### src/design/trilat_pkg.sv
// Shared widths, types and helpers for the four-anchor trilateration core.
package trilat_pkg;

  localparam int unsigned DEFAULT_COORD_BITS = 16;
  localparam int unsigned CW = 16;   // anchor coordinate and range width
  localparam int unsigned AXW = 48;  // packed anchor register width
  localparam int unsigned MW = 17;   // matrix entry (coordinate difference)
  localparam int unsigned SQW = 32;  // square of a coordinate
  localparam int unsigned RQW = 33;  // square of a range
  localparam int unsigned SSW = 33;  // sum of three coordinate squares
  localparam int unsigned WW = 34;   // right-hand side term
  localparam int unsigned PW = 34;   // product of two matrix entries
  localparam int unsigned JW = 35;   // adjugate entry
  localparam int unsigned DPW = 52;  // product in the determinant
  localparam int unsigned DTW = 54;  // determinant
  localparam int unsigned DNW = 55;  // twice the determinant
  localparam int unsigned NPW = 69;  // adjugate times right-hand side
  localparam int unsigned NW = 71;   // numerator
  localparam int unsigned RW = 72;   // divider remainder
  localparam int unsigned OW = 16;   // output coordinate width
  localparam int unsigned PADDR_W = 5;
  localparam int unsigned PDATA_W = 64;

  typedef logic [AXW-1:0] anchor_t;

  typedef struct packed {
    logic [NW-1:0]  nabs;
    logic           neg;
  } num_t;

  typedef struct packed {
    num_t [2:0]     num;
    logic [DNW-1:0] dabs;
    logic           sing;
  } geo_t;

  function automatic logic signed [CW-1:0] coord_of(anchor_t a, int unsigned c);
    return $signed(a[CW*c +: CW]);
  endfunction

endpackage

### src/design/trilat_div_lane.sv
// Pipelined restoring divider lane with saturation check, one quotient bit a stage.
module trilat_div_lane #(
  parameter int unsigned SAT_BITS = 16
) (
  input  logic                         clk_i,
  input  logic                         en_i,
  input  trilat_pkg::num_t             num_i,
  input  logic [trilat_pkg::DNW-1:0]   dabs_i,
  output logic [SAT_BITS-1:0]          quot_o,
  output logic                         neg_o,
  output logic                         clip_o
);
  import trilat_pkg::*;

  logic [RW-1:0]       rem_q  [SAT_BITS+1];
  logic [DNW-1:0]      den_q  [SAT_BITS+1];
  logic [SAT_BITS-1:0] quot_q [SAT_BITS+1];
  logic                neg_q  [SAT_BITS+1];
  logic                clip_q [SAT_BITS+1];

  logic [RW-1:0] lim_d;
  logic [RW-1:0] bound_d;

  always_comb begin
    lim_d   = RW'(dabs_i) << (SAT_BITS - 1);
    bound_d = num_i.neg ? lim_d + RW'(dabs_i) : lim_d;
  end

  always_ff @(posedge clk_i) begin
    if (en_i) begin
      rem_q[0]  <= RW'(num_i.nabs);
      den_q[0]  <= dabs_i;
      quot_q[0] <= '0;
      neg_q[0]  <= num_i.neg;
      clip_q[0] <= (RW'(num_i.nabs) >= bound_d);
    end
  end

  for (genvar j = 1; j <= SAT_BITS; j++) begin : g_step
    localparam int unsigned BIT = SAT_BITS - j;
    logic [RW-1:0] trial;
    logic          take;
    assign trial = RW'(den_q[j-1]) << BIT;
    assign take  = (rem_q[j-1] >= trial);
    always_ff @(posedge clk_i) begin
      if (en_i) begin
        rem_q[j]  <= take ? rem_q[j-1] - trial : rem_q[j-1];
        den_q[j]  <= den_q[j-1];
        quot_q[j] <= quot_q[j-1] | (take ? SAT_BITS'(1) << BIT : '0);
        neg_q[j]  <= neg_q[j-1];
        clip_q[j] <= clip_q[j-1];
      end
    end
  end

  assign quot_o = quot_q[SAT_BITS];
  assign neg_o  = neg_q[SAT_BITS];
  assign clip_o = clip_q[SAT_BITS];

endmodule

### config.mk
export PLATFORM = sky130hd
export DESIGN_NAME = trilat_div_lane
export DESIGN_NICKNAME = d
export VERILOG_FILES = /design/src/design/trilat_pkg.sv /design/src/design/trilat_div_lane.sv
export SDC_FILE = /design/constraint.sdc
export NUM_CORES = 2
export LEC_CHECK = 0
export BUFFER_PORTS_ARGS = -buffer_cell sky130_fd_sc_hd__buf_2
export CORE_ASPECT_RATIO = 1.4
export CORE_UTILIZATION = 60
export CTS_BUF_LIST = sky130_fd_sc_hd__clkbuf_4 sky130_fd_sc_hd__clkbuf_8
export DETAILED_ROUTE_END_ITERATION = 7
export GPL_ROUTABILITY_DRIVEN = 0
export GPL_TIMING_DRIVEN = 1
export PLACE_DENSITY = 0.76
export SYNTH_ARGS = -nofsm -noshare
export SYNTH_HDL_FRONTEND = slang
export SYNTH_SLANG_ARGS = --single-unit
### constraint.sdc
create_clock -name clk_i -period 8.8 [get_ports clk_i]
set_clock_uncertainty 0.15 [all_clocks]
set_input_delay 0.44 -clock clk_i [delete_from_list [all_inputs] [get_ports clk_i]]
set_output_delay 0.44 -clock clk_i [all_outputs]
set_load 0.05 [all_outputs]
==> results.md <==
* Crit Reg-Reg Startpoint: den_q[0][715]$_DFFE_PP_
* Pre-antenna DRT Iters at 8
* Share of cells above drive strength 1 at 6.53%
* Leakage power at 0.0589 uW
* Most instantiated library cell after synthesis: edfxtp_1
* Synth cell types at between 90 and 100
* Clock tree sinks at between 2000 and 2500
* Largest family of logic cells by synthesized area: compound AO/OA/AOI/OAI gates
* Final hold violations at 0
* Hold crit path type: in -> reg
* Synth Area in XOR/XNOR at 6.08%
* Hold Path Origin: num_i[55]
* Setup TNS at 0 ns
* Final WL at 323000 um
* Hold_ws at 0.0797 ns
* Synth Area in Compound Gates at 17.9%
* Synth Cell Area at roughly 130000 um2
* Crit path launch type: primary input
* Via density at 6.15
* Crit path DAT at between 6 and 7 ns
* Global Route met3 Usage at 3.22%
* Detailed router's first-iteration violation count at roughly 7400
* Violated checks: design-rule violations
* Worst skew pair latency at between 0.9 and 1 ns
* IO buf count at about 150
* PostCTS Resize Cnt at 0
* Tcrit/Tclk final at between 70 and 80%
* Status: finished with violations
* Yosys Warn Count at 0
* Mux cell area share after synthesis at less than 1%
* Detail Route Antenna Nets at 0
* Worst Max-Slew Pin Slew at 1.16 ns
* Yosys top cell by area: edfxtp_1
* Placed Area at 137000 um2
* Post-Syn Nets at 14300
* Max Fanout on Critical Path at 8
* Placed wire-length estimate at about 250000 um
* Starting density of the core at 60.3%
* CORE AREA at 223000 um2
* Req. time, crit path at roughly 9.4 ns
* Share of Yosys cell area claimed by the top area cell type at 49.3%
* Chip width at 402 um
* WL/cell at 19.6 um
* Clock Path Buffers at 4
* Routing usage on met1 at 24.8%
* Hold_buf cts at 134
* Synth cell count leaders: edfxtp_1 (2201), nand2_1 (1304), a21oi_1 (1220), inv_1 (1132), o21ai_0 (1070)
* Total of max-cap violations at 0
* DRC viols at 2
* Area grow syn2layout at 8.28%
* RSZ-0062 raised after global routing: no
* Htree depth at 5
* Root Buffer: clkbuf_8
* Grt total ovfl at 0
* Cells after DPL at 15800
* Fraction of registers with async set/reset at 0%
* Post-Synth Simple-Gate Area at about an eighth
* Number of buffers added for setup after CTS at 0
* Yosys reg bits at about 2200
* Type of destination of the critical path: flip-flop
* Clock slew seen by the registers of the worst setup and hold paths at 0.06 ns
* FP Rows at 205
* TritonCTS clock tree: built
* Die area at 226000 um2
* Sequential area share after synthesis at 49.3%
* Synth area leaders: edfxtp_1 (49%), ha_1 (9.2%), a21oi_1 (4.6%)
* Post-synth top flop: edfxtp_1
* EDFF count, synth at 2201
* Worst Setup SP: dabs_i[15]
* Total Nets Final at 14500
* Layer with the highest usage: met2
* Minimum clock period after layout at 6.19 ns
* Slew margin rel. at 22.0%
* CTS Buf Count at ~330
* Max Fclk at 161 MHz
* First-pass GRT wire length at 507000 um
* I/O Pins at 147
* Post-Syn Instances at approximately 13000
* Maximum VDD drop at 169 uV
* Pwr per Cell Area at 327 nW/um2
* FF-to-FF setup slack at 3.32 ns
* Final Cell Area at 145000 um2
* Via Count at approximately 100k
* Die H at 562 um
* Pin count of the biggest net entering global routing at 170
* Antenna violations before repair at 3
* Type of the worst setup path: in -> reg
* Final setup vio count at 0
* GR Util met2 at 55.3%
* Gr usage total at 27.8%
* Vias in the first global route at 101000
* Final Slew Violations at 0
* Syn_area_per_cell at 10.2 um2
* Non-Filler Instances at 16500
* Post-synthesis adder-cell area fraction at 9.48%
-- path summary, 6_finish.rpt --
kind | to | cells after the start
max | clip_q[0][0]$_DFFE_PP_ | 23
min | rem_q[0][54]$_DFFE_PP_ | 2
max reg2reg | rem_q[0][1074]$_DFFE_PP_ | 13
min reg2reg | quot_q[11][12]$_DFFE_PP_ | 0
-- routing by layer --
metal	share of wire [%]	vias up	wire, um
li1	-	48600	-
met1	32	46900	104000
met3	4.4	1492	14300
met5	0	-	0
met2	54	4290	176000
met4	8.8	0	28400
-- report_power, final --
group	internal (uW)	total (uW)	leakage, uW	switching (uW)
clock	4530	8310	0.00342	3770
sequential	15300	16800	0.0214	1450
combinational	8980	22400	0.0341	13400
-- critical path: stages --
cell and delay, ns:
dlygate4sd3_1 0.53, buf_2 0.18, ha_1 0.21, inv_1 0.09
fa_1 0.21, nor2b_1 0.08, o31a_1 0.28, a211oi_1 0.54
a21oi_1 0.23, o21ai_0 0.41, a211oi_1 0.23, o21ai_0 0.46
a21oi_1 0.18, o31ai_1 0.94, a21oi_1 0.26, xnor2_1 0.20
ha_1 0.18, a21o_1 0.17, a21o_1 0.17, a21oi_1 0.25
o21ai_0 0.14, a211oi_1 0.25, o21ai_0 0.12
-- metrics by stage --
step / utilization [%] / worst slack, ns / power [uW]
floorplan: - / 3.89 / 33000
global route: 65.3 / 2.48 / 50400
global placement: 61.7 / 2.32 / 37800
detailed placement: 61.7 / 2.46 / 38600
CTS: 65.3 / 2.96 / 47000
finish: 65.3 / 2.61 / 47500
-- registers in the layout (all words and copies together), names as in the netlist --
register,flops
den_q,880
neg_q,17
rem_q,1151
clip_q,17
quot_q,136
-- layout make-up --
class                           instances  area (um2)
Clock inverter                        148        1240
Antenna cell                            2        5.00
Tap cell                             2898        3630
Clock buffer                          415        5260
Sequential cell                      2201       66100
Multi-Input combinational cell       9333       62000
Fill cell                           16500       77300
Timing Repair Buffer                  350        2780
Inverter                             1135        4260
-- placed cells by master (no fill, tap or decap), types with 63 or more instances in the layout --
| master | count |
|---|---|
| ha_1 | 991 |
| o21a_1 | 108 |
| and3_1 | 79 |
| a211oi_1 | 77 |
| dlygate4sd3_1 | 134 |
| o31ai_1 | 76 |
| nor2_1 | 730 |
| nor3_1 | 185 |
| nand4_1 | 270 |
| a31oi_1 | 121 |
| nor2b_1 | 116 |
| a21oi_1 | 1219 |
| inv_1 | 1131 |
| mux2_2 | 63 |
| buf_2 | 145 |
| xnor2_1 | 509 |
| o21ai_0 | 1068 |
| clkbuf_4 | 72 |
| nand3_1 | 204 |
| nand2b_1 | 116 |
| nand2_1 | 1304 |
| xor2_1 | 423 |
| a21o_1 | 600 |
| edfxtp_1 | 2201 |
| nor4_1 | 90 |
| o21bai_1 | 160 |
| clkbuf_8 | 343 |
-- logic make-up (layout without fill, tap and decap cells) --
logic type,Yosys count,count (layout)
compound gates,3902,3902
xor+xnor,932,932
fa+ha+maj,1007,1007
buf+inv,1642,2048
flops,2201,2201
mux,103,103
other cells,0,2
simple gates,3389,3389
Power figures use the tool's default switching activity.
